**config.mk**
```make
export PLATFORM = sky130hd
export DESIGN_NAME = sirs_cmp
export DESIGN_NICKNAME = d
export VERILOG_FILES = /design/src/rtl/assert_macros.svh /design/src/rtl/sirs_pkg.sv /design/src/rtl/sirs_cmp.sv
export SDC_FILE = /design/constraint.sdc
export NUM_CORES = 1
export LEC_CHECK = 0
export BUFFER_PORTS_ARGS = -buffer_cell sky130_fd_sc_hd__buf_2
export CAP_MARGIN = 20
export CORE_ASPECT_RATIO = 2
export CORE_UTILIZATION = 46
export DETAILED_ROUTE_END_ITERATION = 12
export GPL_ROUTABILITY_DRIVEN = 0
export GPL_TIMING_DRIVEN = 0
export PLACE_DENSITY = 0.92
export SLEW_MARGIN = 20
export SYNTH_ARGS = -nofsm -noshare
export SYNTH_HDL_FRONTEND = slang
export SYNTH_SLANG_ARGS = --single-unit
```
**constraint.sdc**
```tcl
create_clock -name vclk -period 2.2
set_input_delay 0 -clock vclk [all_inputs]
set_output_delay 0 -clock vclk [all_outputs]
set_load 0.005 [all_outputs]
```
**src/rtl/assert_macros.svh**
```systemverilog
// ----------------------------------------------------------------------------
// Assertion macros for the RTL files, included by sorted_index_range_select
// Clocked property checks; clk and rst_n are taken from the enclosing module.
// ----------------------------------------------------------------------------
`ifndef ASSERT_MACROS_SVH
`define ASSERT_MACROS_SVH

// Check a property, ignored while reset is held
`define ASSERT_CLKD(label, prop, msg) \
    label: assert property (@(posedge clk) disable iff (!rst_n) prop) else $error(msg);

// Check a property at every edge, reset included
`define ASSERT_CLK(label, prop, msg) \
    label: assert property (@(posedge clk) prop) else $error(msg);

`endif

```
**src/rtl/sirs_pkg.sv**
```systemverilog
// ----------------------------------------------------------------------------
// sirs_pkg
// Types and codes shared by the sorted index range select block.
// ----------------------------------------------------------------------------
`default_nettype none

package sirs_pkg;

    localparam int WORD_W = 64;
    localparam int OP_W   = 3;
    localparam int KIND_W = 3;

    // compare operators
    localparam logic [OP_W-1:0] OP_EQ = 3'd0;
    localparam logic [OP_W-1:0] OP_LT = 3'd1;
    localparam logic [OP_W-1:0] OP_LE = 3'd2;
    localparam logic [OP_W-1:0] OP_GT = 3'd3;
    localparam logic [OP_W-1:0] OP_GE = 3'd4;

    // result kinds
    localparam logic [KIND_W-1:0] KIND_LOADED   = 3'd0;
    localparam logic [KIND_W-1:0] KIND_DROPPED  = 3'd1;
    localparam logic [KIND_W-1:0] KIND_REJECTED = 3'd2;
    localparam logic [KIND_W-1:0] KIND_MATCH    = 3'd3;
    localparam logic [KIND_W-1:0] KIND_NOMATCH  = 3'd4;

    // one stored posting
    typedef struct packed {
        logic signed [WORD_W-1:0] key;
        logic [WORD_W-1:0]        vid;
        logic [WORD_W-1:0]        from_time;
        logic                     has_to;
        logic [WORD_W-1:0]        to_time;
        logic [WORD_W-1:0]        commit;
    } entry_t;

    // compare unit status
    typedef struct packed {
        logic lt;
        logic eq;
        logic gt;
        logic sel;
    } cmp_res_t;

endpackage

`default_nettype wire

```
**src/rtl/sirs_cmp.sv**
```systemverilog
// ----------------------------------------------------------------------------
// sirs_cmp
// Shared signed compare unit: key against the low operand and upper bound.
// ----------------------------------------------------------------------------
`default_nettype none

module sirs_cmp (
    input  wire logic signed [sirs_pkg::WORD_W-1:0] key,
    input  wire logic signed [sirs_pkg::WORD_W-1:0] bound_lo,
    input  wire logic signed [sirs_pkg::WORD_W-1:0] bound_hi,
    input  wire logic        [sirs_pkg::OP_W-1:0]   op,
    input  wire logic                               has_hi,
    output sirs_pkg::cmp_res_t                      res
);

    logic accept;
    logic hi_ok;

    always_comb
    begin
        res.lt = key < bound_lo;
        res.eq = key == bound_lo;
        res.gt = key > bound_lo;
        case (op)
            sirs_pkg::OP_EQ: accept = res.eq;
            sirs_pkg::OP_LT: accept = res.lt;
            sirs_pkg::OP_LE: accept = res.lt || res.eq;
            sirs_pkg::OP_GT: accept = res.gt;
            sirs_pkg::OP_GE: accept = res.gt || res.eq;
            default:         accept = 1'b0;
        endcase
        // upper bound is inclusive
        hi_ok   = !has_hi || !(key > bound_hi);
        res.sel = accept && hi_ok;
    end

endmodule

`default_nettype wire

```
== After elaboration in Yosys (flattened, before gate mapping) ==
Index checks and enable logic that the tools add are counted.
Operators by class
  $lt $le $gt $ge: 3
  eq/ne operators: 5
  multiplexer cells: 1
  reductions and logical operators: 7
Operators by type and width (number)
  64-bit greater-than comparator: 2
  64-bit == test: 1
  64-bit less-than comparator: 1
  3-bit by 2-bit == test with 1-bit output, second input constant: 2
  1-bit one-hot mux with 5 select lines: 1
  3-bit by 1-bit == test with 1-bit output, second input constant: 1
  3-bit == test, second input constant: 1
  3-bit logical NOT: 1
  1-bit logical OR: 3
  1-bit logical NOT: 2
  1-bit logical AND: 1
Storage, ports and cells
  bits in registers: 0
  input port bits: 196

== Logic depth before layout (Yosys ltp) ==
Gate-level depths: netlist of the first run.
  depth after elaboration: 4
  depth in mapped cells: 11
  depth with buffers taken out: 11

== Worst setup path before layout of the first run ==
Ideal clock, no wire load.
  path type: in2out
  start point: in bound_lo[5] (netlist bit)
  end point: out res[0] (netlist bit)
  data arrival time: 2.029 ns
  data required time: 2.200 ns
  slack: 0.171 ns
  cell stages on the path: 11
  path through: inv_1 -> ha_1 -> a21oi_2 -> o21a_1 -> nor3_1 -> or4b_1 -> a21bo_1 -> or3_1 -> and2_4 -> a21oi_2 -> o32a_1
RTL lines
  start, declared: RTL line sirs_cmp.sv:9  | input wire logic signed [sirs_pkg::WORD_W-1:0] bound_lo,
  end, declared: RTL line sirs_cmp.sv:13  | output sirs_pkg::cmp_res_t res

==> results of run 1 <==
[synthesized netlist by cell type, types with 2 or more instances]
library cell    n  area share [%]
a2111oi_0       2            0.53
a211oi_1        2            0.46
a21o_1         29             6.6
a21oi_1        40             6.1
a21oi_2         3            0.80
a221oi_1        2            0.53
and4_1          2            0.53
ha_1          128              49
inv_1         128              15
nand2_1        20             2.3
nand3_1         8             1.2
nand4_1        25             4.7
nand4b_1        2            0.53
nor2_1         14             1.6
nor2b_1         4            0.76
nor3_1          2            0.30
nor4_1          5            0.95
o211ai_1        4            0.91
o21a_1          4            0.91
o21ai_0        15             2.3
or3_1           2            0.38
[routing by layer]
metal	global-route usage [%]	vias to the layer above
li1	-	2017
met3	4.99	58
met5	0	-
met2	57.9	189
met4	14.9	0
met1	24.8	1823
[cell type report]
class	count	area (sq um)
timing repair buffer	203	1040
inverter	128	480
multi-input combinational	330	3130
tap	90	113
fill	554	2180
[repair_timing]
item                                    CTS  global route
hold buffers                              0             0
endpoints found under the setup margin    3             3
pin swaps                                16            18
resized for setup                        36            18
setup buffers                             3             0
[worst max-delay path, delay by kind of cell]
| kind | cells | cell delay, ns |
|---|---|---|
| and+or+nand+nor | 5 | 1.26 |
| AOI/OAI and AO/OA | 4 | 0.58 |
| adders and majority gates | 1 | 0.29 |
| buffers and inverters | 3 | 0.24 |
[where the power goes]
| group | switching [mW] | total (mW) | internal, mW | leakage (nW) |
|---|---|---|---|---|
| Combinational | 0.425 | 0.865 | 0.441 | 3.01 |
| Clock | 0 | 0 | 0 | 0 |
| Sequential | 0 | 0 | 0 | 0 |
[worst max path at each step]
| stage | from | to | depth (start not counted) |
|---|---|---|---|
| after CTS | key[27] | res[0] | 12 |
| after global placement | key[51] | res[0] | 12 |
| final | bound_lo[12] | res[0] | 13 |
| after global routing | bound_lo[12] | res[0] | 13 |
| after detailed placement | key[63] | res[0] | 12 |
| after floorplan | bound_lo[5] | res[0] | 11 |
[cell families (layout without fill, tap and decap cells)]
logic type      after synthesis  after routing  share of synthesized area [%]
simple gates                 91             91                           15.2
fa+ha+maj                   128            128                           48.6
xor+xnor                      1              1                          0.266
buf+inv                     128            331                           14.6
compound gates              110            110                           21.4
[placed cells by master (no fill, tap or decap), types with 3 or more instances in the layout]
cell,n
nand4_1,25
o211ai_1,4
buf_4,3
buf_6,3
ha_4,18
ha_1,110
a21oi_1,34
a21oi_2,9
inv_1,119
buf_2,197
inv_2,9
nor4_1,3
nand2_1,20
o21a_1,4
nand3_1,8
nor2b_1,4
o21ai_0,13
nor2_1,13
a21o_1,29
==> impl_results.md, run 1 <==
- Maxcap violations: 0
- Initial Utilization: 47.5%
- Crit Path Class: in -> out
- Cell variety after synth: 38
- Final hold viol count: 0
- Final period utilization: 107%
- Syn Area/Cell: 7.20 sq um
- Drt first pass iters: 4
- Post-Place Cells: 748
- FF/Latch Area: 0 sq um
- Seq/Total Area, Yosys: 0%
- Via Count: 4087
- Number of vias per cell: 5.44
- Layout cells sized above 1: 38.1%
- Gr ovfl total: 0
- Final Util: 68.6%
- Setup violators final: 3
- Setup ws final: -0.165 ns
- Largest net degree at the start of global routing: 6
- Worst hold slack: 0.435 ns
- Post-DP HPWL: 9510 um
- Routed met3 length: 570 um
- Initial antenna violation count: 0
- Critical path cell sequence: buf_2 -> inv_2 -> ha_1 -> nand4_1 -> or4_4 -> a21oi_2 -> or4b_4 -> a21bo_1 -> or3_4 -> a31oi_1 -> nor2_1 -> o32a_1 -> buf_2
- Hold Crit Endpoint: res[0]
- Post-route DRC: 0
- Unrepaired setup endpoints after global routing: yes
- Clock buffers: 0
- Failing checks: negative setup slack
- Setup crit end kind: output port
- Met1 WL: 3600 um
- Pwr/cell area: 182 nW/um^2
- Crit path arrival time: 2.36 ns
- Setup TNS: -0.284 ns
- Placed Instance Area: 4410 sq um
- Synth warnings: 0
- Max layer used: met4
- Leakage: 3.01 nW
- Syn Inst Count: 458
- Port Buffer Count: 200
- ANT nets after route: 0
- Worst Path Max Fanout: 3
- Non-Filler Instances: 751
- Max Clock Freq: 423 MHz
- CP startpoint kind: input port
- Routed length per instance: 14.7 um
- Worst Max-Slew Pin Slew: 0.494 ns
- Die W: 61.9 um
- Drt total wl: 11000 um
- Antenna cells: 0
- Crit-path most repeated cell: buf_2
- Worst Hold Path Cells: 4
- Status: finished with violations
- First-pass GRT wire length: 17000 um
- # rows: 43
- Vias in the first global route: 4336
- Layout Nets: 987
- Hold path start: has_hi
- Pre-CTS setup slack: -0.245 ns
- Gr usage total: 29.0%
- Tmin final: 2.36 ns
- Worst hold path class: in -> out
- Syn Nets: 782
- Max stage delay cell, worst path: or4b_4
- Cell Area, Synth: 3300 sq um
- Die ar.: 7530 sq um
- Req. time, crit path: 2.20 ns
- Core ar.: 6940 sq um
- Io pins: 200
- Final Power: 0.865 mW
- Seq_cells: 0
- CP peak stage delay: 0.49 ns
- Final Cell Area: 4760 sq um
- DR WL met2: 6330 um
- Area Overhead vs Synth: 44.4%
- Peak VDD IR: 0.0000900 V
- Slew HR: 66.8%
- 1st-iter DRT viols: 93
- Slew Limit Fails: 0
- Chip Height: 122 um
No activity file was read; power rests on OpenSTA's default activity.
==> inputs of run 2 (changes only) <==
--- a/config.mk
+++ b/config.mk
@@ -5,14 +5,15 @@
 export SDC_FILE = /design/constraint.sdc
 export NUM_CORES = 1
 export LEC_CHECK = 0
+export ABC_AREA = 1
 export BUFFER_PORTS_ARGS = -buffer_cell sky130_fd_sc_hd__buf_2
 export CAP_MARGIN = 20
 export CORE_ASPECT_RATIO = 2
-export CORE_UTILIZATION = 46
+export CORE_UTILIZATION = 47
 export DETAILED_ROUTE_END_ITERATION = 12
 export GPL_ROUTABILITY_DRIVEN = 0
 export GPL_TIMING_DRIVEN = 0
-export PLACE_DENSITY = 0.92
+export PLACE_DENSITY = 0.91
 export SLEW_MARGIN = 20
 export SYNTH_ARGS = -nofsm -noshare
 export SYNTH_HDL_FRONTEND = slang
==> run 2 against run 1 <==
Compared with the run above: flip-flop and latch count did not move; combinational power is 8.6% lower; the flow now finishes without violations; core utilization is 4.5 points lower; highest routed layer unchanged; setup slack improved by 0.47 ns; fmax rose by 25%; cell area decreased by 2.1%; die area grew 5.1%; power fell by 8.6%; first-iteration DRC count rose by 1.1%; non-clock buffer count decreased by 3.
==> impl_results.md, run 2 <==
- Synth warnings: 0 (unchanged)
- Crit-path most repeated cell: nand2_2
- Unrepaired setup endpoints after global routing: no
- Post-CTS Hold Buffers: 0 (unchanged)
- Maxcap violations: 0 (unchanged)
- Die W: 63.4 um (+2.5%)
- Die ar.: 7920 sq um (+5.1%)
- Most common cell in the netlist: inv_1
- Final period utilization: 85.9% (-22 points)
- Seq_cells: 0 (unchanged)
- Routed length per instance: 11.2 um (-24%)
- Syn Area/Cell: 6.27 sq um (-13%)
- Cell Area, Synth: 3550 sq um (+7.5%)
- CP startpoint kind: input port
- Initial antenna violation count: 0 (unchanged)
- Placed Instance Area: 4660 sq um (+5.7%)
- First-pass GRT wire length: 15700 um (-7.5%)
- Post-synthesis compound-gate area fraction: 14.1% (-7.3 points)
- Seq/Total Area, Yosys: 0% (unchanged)
- Final hold viol count: 0 (unchanged)
- Mux share of post-synthesis cell area: 0% (unchanged)
- Layout Nets: 1092 (+11%)
- Drt first pass iters: 4 (unchanged)
- Ranking of synthesized cells by area: ha_1, inv_1, nand2_1, a21oi_1, nor2_1
- Gr ovfl total: 0 (unchanged)
- # rows: 44 (+2.3%)
- Max Clock Freq: 529 MHz (+25%)
- Most common cell after layout, fill and taps aside: buf_2
- Initial Utilization: 48.8% (+1.3 points)
- Final Power: 0.791 mW (-8.6%)
- Vias in the first global route: 4224 (-2.6%)
- Port Buffer Count: 200 (unchanged)
- FF/Latch Area: 0 sq um (unchanged)
- Xor and xnor fraction of the mapped netlist area: 0% (-0.27 points)
- Gr usage total: 24.0% (-5.0 points)
- Resized cells post-CTS: 0 (-100%)
- CP peak stage delay: 0.29 ns (-0.20 ns)
- Final Cell Area: 4660 sq um (-2.1%)
- Cell variety after synth: 29 (-24%)
- Yosys top cell area share: 45.1% (-3.4 points)
- Slew HR: 67.8% (+1.0 points)
- Dominant cell type by area after synthesis: ha_1
- Leakage: 3.22 nW (+7.1%)
- Simple-Gate Fraction of Synth Area: 23.2% (+8.1 points)
- Via Count: 4228 (+3.4%)
- Critical Path Start: key[45]
- Area Overhead vs Synth: 31.5%
- Peak VDD IR: 0.0000792 V (-12%)
- Slew Limit Fails: 0 (unchanged)
- Antenna cells: 0 (unchanged)
- Post-DP HPWL: 9130 um (-4.0%)
- Largest net degree at the start of global routing: 6 (unchanged)
- Syn Inst Count: 566 (+24%)
- Drt total wl: 9590 um (-13%)
- Crit path arrival time: 1.89 ns (-0.47 ns)
- Layout cells sized above 1: 28.5% (-9.7 points)
- Status: finished clean
- Most frequent cells in the layout: buf_2, inv_1, ha_1
- # Post-CTS Setup Buffers: 0 (-3)
- Crit Path Class: in -> out
- Tmin final: 1.89 ns (-0.474 ns)
- Clock buffers: 0 (unchanged)
- Main combinational cell family by area after synthesis: adder cells
- 1st-iter DRT viols: 94 (+1.1%)
- Final Util: 64.2% (-4.5 points)
- Syn Nets: 890 (+14%)
- Number of vias per cell: 4.93 (-9.5%)
- Pwr/cell area: 170 nW/um^2 (-6.6%)
- Worst hold path class: in -> out
- Io pins: 200 (unchanged)
- Ranking of synthesized cells by instance count: inv_1, ha_1, nand2_1
- Req. time, crit path: 2.20 ns (about the same)
- Setup violators final: 0 (-3)
- Setup TNS: 0 ns (+0.284 ns)
- Setup crit end kind: output port
- Critical path cell sequence: buf_2 -> ha_1 -> a21oi_1 -> o21ai_0 -> a21oi_1 -> nand2_1 -> a21oi_2 -> nand2_2 -> nand2_2 -> nand3_1 -> nand2_1 -> nand2_2 -> nor2_1 -> nor2_1 -> buf_2
- Chip Height: 125 um (+2.6%)
- Adder-Cell Fraction of Synth Area: 45.1% (-3.4 points)
- ANT nets after route: 0 (unchanged)
- Core ar.: 7270 sq um (+4.7%)
- Post-route DRC: 0 (unchanged)
- Max stage delay cell, worst path: ha_1
- Crit path to: res[0]
- Worst Path Max Fanout: 3 (unchanged)
- Worst Max-Slew Pin Slew: 0.478 ns (-0.0155 ns)
-- run 2: cell families after synthesis --
logic type               count (synthesis)
buffers and inverters                  165
AO/OA/AOI/OAI                           95
adder cells (fa/ha/maj)                128
AND/OR/NAND/NOR                        178
-- run 2: worst min-delay path by stage --
stage / end / slack [ns] / from / cells past startpoint
after global placement: res[0] / 0.45 / has_hi / 7
after CTS: res[0] / 0.47 / has_hi / 7
after global routing: res[0] / 0.52 / has_hi / 7
final: res[0] / 0.46 / has_hi / 7
after floorplan: res[0] / 0.24 / op[0] / 5
after detailed placement: res[0] / 0.46 / has_hi / 7
-- run 2: where the power goes --
group          total (mW)  internal [mW]  switching, mW  leakage [nW]
registers               0              0              0             0
logic               0.791          0.373          0.418          3.22
clock network           0              0              0             0
total               0.791          0.373          0.418          3.22
-- run 2: through the flow --
stage                     cells  worst slack, ns  hold slack (ns)
after floorplan             566            0.740            0.239
after global placement      858            0.331            0.450
after detailed placement    858            0.291            0.463
after CTS                   858            0.287            0.467
after global routing        858           0.0605            0.516
final                       858            0.309            0.464
-- run 2: worst max-delay path: cells and delay by family --
kind | cells | cell delay [ns]
buffers and inverters | 2 | 0.23
adders and majority gates | 1 | 0.29
and+or+nand+nor | 8 | 0.65
AOI/OAI and AO/OA | 4 | 0.72
-- run 2: layout make-up --
type                            instances  area (sq um)
Fill cell                             687          2600
Inverter                              165           619
Multi-Input combinational cell        401          2930
Tap cell                               92           115
Timing Repair Buffer                  200          1000
-- run 2: routing by layer --
layer / routed length [um] / global-route usage, % / part of all wire, % / vias to the layer above
met2: 5680 / 54.8 / 59 / 151
met5: 0 / 0 / 0 / -
li1: - / - / - / 2224
met1: 3090 / 19.1 / 32 / 1825
met3: 476 / 1.47 / 5.0 / 28
met4: 343 / 7.62 / 3.6 / 0
