[src/rtl/assert_macros.svh]
// ----------------------------------------------------------------------------
// Assertion macros for the RTL files, included by sorted_index_range_select
// Clocked property checks; clk and rst_n are taken from the enclosing module.
// ----------------------------------------------------------------------------
`ifndef ASSERT_MACROS_SVH
`define ASSERT_MACROS_SVH

// Check a property, ignored while reset is held
`define ASSERT_CLKD(label, prop, msg) \
    label: assert property (@(posedge clk) disable iff (!rst_n) prop) else $error(msg);

// Check a property at every edge, reset included
`define ASSERT_CLK(label, prop, msg) \
    label: assert property (@(posedge clk) prop) else $error(msg);

`endif

[src/rtl/sirs_ram.sv]
// ----------------------------------------------------------------------------
// sirs_ram
// Generic single write port, single read port RAM with registered read.
// ----------------------------------------------------------------------------
`default_nettype none

module sirs_ram #(
    parameter int WIDTH = 8,
    parameter int DEPTH = 16,
    localparam int AW   = (DEPTH > 1) ? $clog2(DEPTH) : 1
) (
    input  wire logic             clk,
    input  wire logic             wr_en,
    input  wire logic [AW-1:0]    wr_addr,
    input  wire logic [WIDTH-1:0] wr_data,
    input  wire logic [AW-1:0]    rd_addr,
    output logic      [WIDTH-1:0] rd_data
);

    logic [WIDTH-1:0] mem [DEPTH];

    always_ff @(posedge clk)
    begin
        if (wr_en)
        begin
            mem[wr_addr] <= wr_data;
        end
        rd_data <= mem[rd_addr];
    end

endmodule

`default_nettype wire

[config.mk]
export PLATFORM = sky130hd
export DESIGN_NAME = sirs_ram
export DESIGN_NICKNAME = d
export VERILOG_FILES = /design/src/rtl/assert_macros.svh /design/src/rtl/sirs_ram.sv
export SDC_FILE = /design/constraint.sdc
export NUM_CORES = 1
export LEC_CHECK = 0
export BUFFER_PORTS_ARGS = -buffer_cell sky130_fd_sc_hd__buf_2
export CAP_MARGIN = 20
export CORE_MARGIN = 4
export CORE_UTILIZATION = 30
export CTS_BUF_LIST = sky130_fd_sc_hd__clkbuf_8
export CTS_CLUSTER_DIAMETER = 150
export CTS_CLUSTER_SIZE = 40
export DETAILED_ROUTE_END_ITERATION = 6
export PLACE_DENSITY_LB_ADDON = 0.2
export SLEW_MARGIN = 40
export SYNTH_ARGS = -nofsm -noshare
export SYNTH_HDL_FRONTEND = slang
export SYNTH_SLANG_ARGS = --single-unit
[constraint.sdc]
create_clock -name clk -period 2.8 [get_ports clk]
set_input_delay 0.7 -clock clk [delete_from_list [all_inputs] [get_ports clk]]
set_output_delay 0.7 -clock clk [all_outputs]
set_load 0.02 [all_outputs]
=== Word-level counts from Yosys, hierarchy flattened ===
Memories as Yosys holds them, arrays and structs flattened. A register that Yosys moved wholly into a read port is not among the register bits.
Index checks and enable logic that the tools add are counted.
W data, S select, Z words.

* Mux-type cells: 2

{| class="wikitable"
|+ Operator list
! operator !! number
|-
| $mux W1 || 2
|}

* Bits in registers: 0
* RAM bits: 128
* Input bits: 18
* Word-level logic and storage cells: 3
* Memories kept: 1

{| class="wikitable"
|+ Memories
! name !! depth !! bits a word !! rd ports !! clocked after memory_dff !! write ports !! line !! source
|-
| mem || 16 || 8 || 1 || 1 || 1 || sirs_ram.sv:20 || <nowiki>logic [WIDTH-1:0] mem [DEPTH];</nowiki>
|}

=== Logic depth before layout (Yosys ltp) ===
Gate-level depths: netlist of run 1.

* Depth in word-level cells: 2
* Depth in mapped cells: 5
* Mapped depth without buffers: 3

=== Worst setup path after synthesis of run 1 ===
OpenSTA, ideal clock, no wires.

* Path type: input to register
* Start point: input wr_addr[2]
* End point: memory mem[0][0], enable pin
* Library setup time: 0.383 ns
* Data arrival time: 1.810 ns
* Required time: 2.417 ns
* Path slack: 0.607 ns
* Stages on the path: 2
* Buffers on the path: 0
* Cells stage by stage: or3b_2 -> nor3_1

{| class="wikitable"
|+ RTL lines
! item !! line !! source
|-
| from (decl) || sirs_ram.sv:14 || <nowiki>input wire logic [AW-1:0] wr_addr,</nowiki>
|-
| to (decl) || sirs_ram.sv:20 ||
|}

Straight into the memory's write port.

==> results of run 1 <==
## report_power, final
group / switching, mW / internal (mW) / leakage [nW]
Clock: 0.650 / 0.793 / 0.212
Combinational: 0.134 / 0.0934 / 0.590
Sequential: 0.0115 / 2.27 / 1.22
Total: 0.796 / 3.16 / 2.03
## cell usage after synthesis (2+ instances only)
cell type	count
nor3_1	4
edfxtp_1	128
nand2b_1	2
buf_6	3
clkdlybuf4s25_2	3
dfxtp_1	8
mux4_2	18
nand2_1	9
a22oi_1	16
nand3b_1	2
nor2_1	13
buf_2	3
mux4_1	14
## worst max path at each step
stage / startpoint / endpoint / slack, ps / depth (start not counted)
after CTS: rd_addr[0] / rd_data[5]$_DFF_P_ / 1010 / 5
after detailed placement: rd_addr[0] / rd_data[1]$_DFF_P_ / 530 / 5
after global placement: rd_addr[0] / rd_data[2]$_DFF_P_ / 540 / 5
after global routing: rd_addr[0] / rd_data[1]$_DFF_P_ / 900 / 5
after floorplan: wr_addr[2] / mem[0][0]$_DFFE_PP_ / 610 / 2
final: rd_addr[0] / rd_data[5]$_DFF_P_ / 970 / 5
## cell families after synthesis
logic type	synth area share, %
flops	77.8
simple gates	3.18
mux	15.0
buf+inv	1.68
compound gates	2.33
## metal layers
layer / GRT usage [%] / vias to the layer above / wire (um)
met5: 0 / - / 0
met4: 5.56 / 0 / 219
met3: 2.66 / 16 / 264
met2: 19.4 / 35 / 5410
met1: 14.6 / 1266 / 4600
li1: - / 1082 / -
## through the flow
step | setup WS [ps] | area, sq um | power (mW) | util [%]
6_report | 973 | 6010 | 3.96 | 36.0
5_1_grt | 895 | 6010 | 4.13 | 36.0
4_1_cts | 1010 | 6010 | 4.02 | 36.0
3_5_place_dp | 533 | 5640 | 2.57 | 33.8
3_3_place_gp | 542 | 5640 | 2.56 | 33.8
2_1_floorplan | 607 | 5150 | 2.46 | -
## sequential cells by signal (all words and copies together), names as in the netlist
name     count
rd_data      8
mem        128
## final cells by class
type                       count  area, sq um
clock inverter                 9         62.6
fill                        1566        10700
multi-input combinational     83         1060
clock buffer                  22          303
timing repair buffer          46          308
tap                          220          275
sequential                   136         4000
==> impl_metrics.csv, run 1 <==
group,metric,value,unit
setup_path,cpLargestDelayFamily,"multiplexers",
grt,grt.total_usage,11.7,%
setup_path,path_cells,"buf_2 -> buf_12 -> mux4_1 -> a22oi_1 -> nand2_1",
min_path,min_path_cells,1,
route,num_vias,2399,
setup_path,worst-endpoint-required,3110,ps
floorplanning,placementRows,47,
route,firstDrtPassIters,4,
route,finalWirelength,10.5,mm
floorplanning,pin_count,26,
yosys,avgSynthCellArea,22.5,sq um
route,drc,0,
setup_path,crit_slowest_cell,"mux4_1",
timing,max_freq,0.547,GHz
clocking,cts_setup_buffers,0,
timing,finalHoldViolations,0,
yosys,synth_top_area_share,74.7,%
floorplanning,dieWidth,139,um
min_path,hp-start,"wr_data[6]",
place,port_buffers,25,
timing,max-slew-margin-rel,55.3,%
grt,grt_pass1_vias,2578,
setup_path,cp-end-kind,"flip-flop",
yosys,syn-num-nets,247,
clocking,clk_pin_slew_worst_paths,70,ps
route,wl_per_cell,20.3,um
layout,antenna_cells,0,
timing,slew_viol_final,0,
min_path,hp-class,"primary input to flip-flop",
yosys,synth_area_leaders,"edfxtp_1, mux4_2, mux4_1",
setup_path,r2r-end,"rd_data[5]$_DFF_P_",
timing,period_needed,1830,ps
route,ant_nets,0,
clocking,cts_tree,"yes",
layout,final_cell_mix,"edfxtp_1, buf_2, clkbuf_8",
grt,grt_max_degree,17,
grt,grt_pass1_wl,16.3,mm
yosys,yosysSeqAreaShare,77.8,%
clocking,clock_path_buffers,2,
timing,fin_worst_skew,5.19,ps
yosys,ys.flop_type,"edfxtp_1",
yosys,synth_seq_cells,136,
clocking,clock_latency,420,ps
clocking,htreeDepth,4,
timing,setup_tns,0,ps
setup_path,reg2reg_from,"mem[1][5]$_DFFE_PP_",
min_path,whs_endpoint,"mem[5][6]$_DFFE_PP_",
clocking,cts_root_buffer,"clkbuf_8",
pwr,ir_drop,276,uV
timing,worstMarginPinSlew,669,ps
setup_path,path_max_fanout,16,
clocking,cts_buffers,17,
grt,antenna_found_initial,0,
timing,final.period_utilization,65.3,%
setup_path,cp-start-kind,"primary input",
setup_path,path_class,"primary input to flip-flop",
place,gp_congestion,0.722,
layout,mostFrequentLayoutCell,"edfxtp_1",
clocking,post_cts_resized,0,
route,drt_first_iter_violations,164,
route,vias_per_cell,4.65,
yosys,synth_edf_count,128,
clocking,cts_hold_buf,0,
floorplanning,coreArea,16700,sq um
yosys,synth_area,5150,sq um
outcome,status,"finished, final reports clean",
timing,fin_hold_ws,665,ps
place,dp_hpwl,7.17,mm
setup_path,cpPeakStageDelay,580,ps
yosys,yosysTopAreaCell,"edfxtp_1",
yosys,async_reset_ff_share,0,%
grt,grt_overflow,0,
setup_path,r2r_cells,3,
layout,drive_gt1_share,30.4,%
place,dpl.cell_count,485,
timing,rsz0062_at_grt,"false",
clocking,cts.sinks,136,
pwr,p_per_area,659,nW/um^2
yosys,yosysWarnings,0,
layout,layout-area-overhead-vs-synth,16.7,%
layout,finalNetCount,302,
pwr,p_leak,2.03,nW
yosys,synth_cell_type_count,19,
layout,stdcell_count,516,
setup_path,ff2ff_setup_slack,1430,ps
floorplanning,die_h,139,um
yosys,synthesis.instances,229,
setup_path,crit_buf_inv,2,
floorplanning,initial_utilization,30.8,%
setup_path,crit_arrival,2140,ps
flow_run,drv_cap,0,
floorplanning,dieArea,19300,sq um
timing,setup_violations,0,
Note: power is estimated with default switching activity, not from simulation.
==> run 2, diff against run 1 <==
--- a/config.mk
+++ b/config.mk
@@ -5,6 +5,7 @@
 export SDC_FILE = /design/constraint.sdc
 export NUM_CORES = 1
 export LEC_CHECK = 0
+export ABC_AREA = 1
 export BUFFER_PORTS_ARGS = -buffer_cell sky130_fd_sc_hd__buf_2
 export CAP_MARGIN = 20
 export CORE_MARGIN = 4
==> constraint.sdc (replaced) <==
create_clock -name clk -period 1.9 [get_ports clk]
set_input_delay 0.475 -clock clk [delete_from_list [all_inputs] [get_ports clk]]
set_output_delay 0.475 -clock clk [all_outputs]
set_load 0.02 [all_outputs]
==> impl_metrics.csv, run 2 <==
group,metric,value,unit
yosys,synth_area,5770,sq um
floorplanning,initial_utilization,30.6,%
timing,max_freq,0.682,GHz
yosys,synthTopCellsByCount,"nand2_1, edfxtp_1, inv_1",
layout,fillers,1906,
timing,worstMarginPinSlew,364,ps
setup_path,cpLargestDelayFamily,"flip-flops",
route,drt_first_iter_violations,313,
place,dp_hpwl,8.20,mm
route,vias_per_cell,4.28,
grt,grt_pass1_vias,3681,
yosys,synthesis.instances,551,
setup_path,crit_slowest_cell,"dfxtp_1",
timing,final.period_utilization,77.2,%
setup_path,path_cells,"buf_2",
route,ant_nets,0,
clocking,clock_latency,440,ps
setup_path,path_max_fanout,1,
yosys,yosysTopAreaCell,"edfxtp_1",
yosys,synth_top_family_by_area,"simple AND/OR/NAND/NOR gates",
grt,grt_pass1_wl,20.7,mm
clocking,cts_hold_buf,0,
timing,rsz0062_at_grt,"false",
clocking,clock_path_buffers,2,
flow_run,drv_cap,0,
layout,largest_reg_flops,128,
route,wl_per_cell,15.1,um
yosys,synth_top_area_share,66.7,%
setup_path,crit_arrival,990,ps
clocking,cts.sinks,136,
yosys,post_synth_xor_area_fraction,0,%
grt,grt_max_degree,65,
timing,finalHoldViolations,0,
yosys,yosysWarnings,0,
floorplanning,die_h,147,um
outcome,status,"finished, final reports clean",
yosys,synthAdderAreaFrac,0,%
yosys,synth_edf_count,128,
timing,fin_hold_ws,429,ps
timing,slew_viol_final,0,
clocking,clk_pin_slew_worst_paths,70,ps
grt,antenna_found_initial,0,
floorplanning,dieArea,21500,sq um
setup_path,crit_buf_inv,1,
setup_path,path_class,"flip-flop to primary output",
layout,finalNetCount,615,
yosys,synth_area_leaders,"edfxtp_1, nand2_1, nand3_1",
yosys,synth_most_common_cell,"nand2_1",
setup_path,cpPeakStageDelay,370,ps
setup_path,ff2ff_setup_slack,910,ps
pwr,p_per_area,973,nW/um^2
pwr,ir_drop,423,uV
clocking,cts_buffers,17,
timing,fin_worst_skew,6.91,ps
min_path,hp-class,"primary input to flip-flop",
timing,period_needed,1470,ps
timing,setup_tns,0,ps
setup_path,worst-endpoint-required,1420,ps
yosys,syn-num-nets,569,
clocking,cts_root_buffer,"clkbuf_8",
floorplanning,placementRows,50,
route,firstDrtPassIters,4,
pwr,p_leak,2.90,nW
layout,layout-area-overhead-vs-synth,17.0,%
timing,setup_violations,0,
setup_path,cp-start-kind,"flip-flop",
clocking,htreeDepth,4,
floorplanning,coreArea,18800,sq um
layout,drive_gt1_share,13.4,%
layout,final_cell_mix,"nand2_1, edfxtp_1, inv_1",
layout,reg.largest.list,"mem x128, rd_data x8",
yosys,avgSynthCellArea,10.5,sq um
yosys,ys.flop_type,"edfxtp_1",
timing,max-slew-margin-rel,75.7,%
layout,ff_latch_area,4000,sq um
place,port_buffers,25,
yosys,synth_simple_gate_area_share,21.0,%
grt,grt.total_usage,12.7,%
layout,antenna_cells,0,
route,num_vias,3723,
clocking,post_cts_resized,0,
floorplanning,dieWidth,147,um
clocking,cts_setup_buffers,0,
route,drc,0,
yosys,async_reset_ff_share,0,%
yosys,yosysSeqAreaShare,69.4,%
yosys,synth_cell_type_count,12,
layout,mostFrequentLayoutCell,"nand2_1",
layout,multi_input_area,1210,sq um
yosys,synthMuxAreaShare,0,%
route,finalWirelength,13.1,mm
clocking,cts_tree,"yes",
floorplanning,pin_count,26,
place,gp_congestion,0.809,
yosys,synth_seq_cells,136,
yosys,synth-compound-area-share,0,%
setup_path,cp-end-kind,"primary output",
layout,top_register,"mem",
grt,grt_overflow,0,
[run 2: cell types whose count changed after synthesis, moves of 10 or more]
cell     previous run  this run
mux4_2             18         0
nand2_1             9       173
buf_2               3        13
nand3_1             1        97
a22oi_1            16         0
mux4_1             14         0
inv_1               0       100
[run 2: per-layer routing]
layer	track usage, %	up-vias	routed length, um
li1	-	1861	-
met1	17.2	1777	6160
met2	19.6	69	6170
met3	3.45	16	559
met4	5.13	0	246
met5	0	-	0
[run 2: cell families after synthesis]
family	Yosys count
buf+inv	126
flops	136
simple gates	289
[run 2: power by group]
part | total (mW) | internal (mW) | switching [mW] | leakage (nW)
Sequential | 3.37 | 3.35 | 0.0183 | 1.22
Combinational | 0.431 | 0.130 | 0.300 | 1.44
Clock | 2.77 | 1.68 | 1.09 | 0.232
[run 2: path summary, 6_finish.rpt]
kind / start / end / cells after the start
worst min register to register: mem[2][4]$_DFFE_PP_ / rd_data[4]$_DFF_P_ / 6
worst max register to register: mem[0][0]$_DFFE_PP_ / rd_data[0]$_DFF_P_ / 6
worst max-delay path: rd_data[4]$_DFF_P_ / rd_data[4] / 1
worst min-delay path: wr_data[7] / mem[5][7]$_DFFE_PP_ / 1
[run 2: area by class of cell]
class / instances / share of cell area [%]
clock buffer: 17 / 3.47
clock inverter: 15 / 3.43
inverter: 102 / 5.67
multi-input combinational: 289 / 18.0
sequential: 136 / 59.3
tap: 260 / 4.82
timing repair buffer: 51 / 5.30
[run 2: metrics by stage]
step	utilization [%]	cell area (sq um)	setup slack, ps	power (mW)	cells
after global routing	35.8	6750	379	6.83	870
after detailed placement	33.4	6280	318	3.88	838
after floorplan	-	5770	474	3.69	551
final	35.8	6750	433	6.56	870
after global placement	33.4	6280	308	3.87	838
after CTS	35.8	6750	398	6.64	870
==> run 3, diff against run 2 <==
--- a/config.mk
+++ b/config.mk
@@ -5,7 +5,7 @@
 export SDC_FILE = /design/constraint.sdc
 export NUM_CORES = 1
 export LEC_CHECK = 0
-export ABC_AREA = 1
+export ABC_AREA = 0
 export BUFFER_PORTS_ARGS = -buffer_cell sky130_fd_sc_hd__buf_2
 export CAP_MARGIN = 20
 export CORE_MARGIN = 4
==> constraint.sdc (replaced) <==
create_clock -name clk -period 1.5 [get_ports clk]
set_input_delay 0.375 -clock clk [delete_from_list [all_inputs] [get_ports clk]]
set_output_delay 0.375 -clock clk [all_outputs]
set_load 0.02 [all_outputs]
==> impl_metrics.csv, run 3 (same netlist as run 1, synthesis figures left out) <==
group,metric,value,unit
outcome,status,"finished, final reports clean",
layout,final_cell_mix,"edfxtp_1, buf_2, buf_4",
setup_path,cpLargestDelayFamily,"multiplexers",
timing,rsz0062_at_grt,"false",
grt,grt.total_usage,11.4,%
layout,mostFrequentLayoutCell,"edfxtp_1",
setup_path,path_max_fanout,1,
timing,worstMarginPinSlew,633,ps
clocking,cts_hold_buf,0,
layout,reg.largest.list,"mem x128, rd_data x8",
place,dp_hpwl,7.04,mm
route,num_vias,2448,
timing,setup_violations,0,
pwr,p_leak,2.10,nW
clocking,cts_tree,"yes",
layout,antenna_cells,0,
grt,grt_pass1_vias,2603,
clocking,clock_path_buffers,2,
setup_path,reg2reg_from,"mem[0][2]$_DFFE_PP_",
clocking,cts_setup_buffers,0,
layout,finalNetCount,313,
place,port_buffers,25,
floorplanning,dieWidth,139,um
floorplanning,initial_utilization,30.8,%
clocking,clk_pin_slew_worst_paths,70,ps
route,wl_met3,322,um
route,firstDrtPassIters,4,
layout,top_register,"mem",
layout,post-route-util,37.3,%
clocking,cts_root_buffer,"clkbuf_8",
timing,final.period_utilization,94.1,%
clocking,cts.sinks,136,
timing,max_freq,0.709,GHz
route,finalWirelength,10.4,mm
clocking,post_cts_resized,0,
grt,grt_max_degree,20,
setup_path,crit_slowest_cell,"mux4_1",
setup_path,worst-endpoint-required,1820,ps
clocking,clock_latency,430,ps
route,topRoutingLayerUsed,"met4",
setup_path,cp-start-kind,"flip-flop",
grt,grt_pass1_wl,16.1,mm
timing,finalHoldViolations,0,
pwr,power_frac_seq,54.9,%
grt,antenna_found_initial,0,
setup_path,crit_buf_inv,0,
route,drt_first_iter_violations,97,
pwr,switching_power,1.58,mW
timing,max-slew-margin-rel,57.6,%
setup_path,path_cells,"mux4_1 -> a22oi_1 -> nand2_1",
pwr,ir_drop,491,uV
route,drc,0,
layout,drive_gt1_share,35.1,%
timing,slew_viol_final,0,
floorplanning,coreArea,16700,sq um
setup_path,cpPeakStageDelay,490,ps
pwr,swShare,20.3,%
floorplanning,die_h,139,um
flow_run,drv_cap,0,
min_path,hp-start,"wr_data[0]",
timing,fin_worst_skew,6.57,ps
pwr,total_power,7.78,mW
route,dr_wl_met2,5.19,mm
grt,grt_overflow,0,
setup_path,path_class,"flip-flop to flip-flop",
pwr,pwr-share-comb,5.9,%
clocking,htreeDepth,4,
timing,period_needed,1410,ps
setup_path,worstSetupStartpoint,"mem[0][2]$_DFFE_PP_",
layout,largest_reg_flops,128,
layout,layout-area-overhead-vs-synth,20.9,%
pwr,p_per_area,1250,nW/um^2
place,gp_congestion,0.711,
setup_path,cp-end-kind,"flip-flop",
route,wl_per_cell,19.8,um
floorplanning,placementRows,47,
route,ant_nets,0,
setup_path,crit_arrival,1730,ps
pwr,p_int,6.20,mW
floorplanning,dieArea,19300,sq um
clocking,cts_buffers,17,
pwr,clkPwrFrac,39.2,%
route,wl_met1,4.73,mm
route,vias_per_cell,4.64,
min_path,hp-class,"primary input to flip-flop",
floorplanning,pin_count,26,
## run 3: per-layer routing
| metal | vias up | global-route usage (%) |
|---|---|---|
| li1 | 1104 | - |
| met1 | 1290 | 14.5 |
| met2 | 43 | 18.4 |
| met3 | 11 | 3.03 |
| met4 | 0 | 5.25 |
| met5 | - | 0 |
## run 3: layout make-up
class	count	area [sq um]
clock buffer	17	234
clock inverter	15	166
fill	1560	10500
multi-input combinational	83	1090
sequential	136	4000
tap	220	275
timing repair buffer	57	453
## run 3: power by group through the flow
stage,clock network (mW),logic (mW),registers [mW]
after global routing,3.29,0.504,4.28
after global placement,0,0.468,4.35
final,3.05,0.461,4.27
after CTS,3.14,0.474,4.27
after detailed placement,0,0.472,4.36
after floorplan,0,0.222,4.38
## run 3: worst paths after layout
kind | endpoint | slack [ps] | depth (start not counted)
worst min-delay path | mem[5][0]$_DFFE_PP_ | 330 | 1
worst max register to register | rd_data[2]$_DFF_P_ | 90 | 3
worst max-delay path | rd_data[2]$_DFF_P_ | 90 | 3
worst min register to register | rd_data[1]$_DFF_P_ | 670 | 3
## run 3: metrics by stage
stage                     setup WS [ps]  TNS, ps  instance area (sq um)  std cells  hold WS (ps)
after floorplan                   -11.5    -52.9                   5190        229           474
after global placement             -336    -3780                   5820        496           650
after detailed placement           -331    -4060                   5820        496           657
after CTS                          77.3        0                   6220        528           295
after global routing               57.7        0                   6220        528           317
final                              89.1        0                   6220        528           329
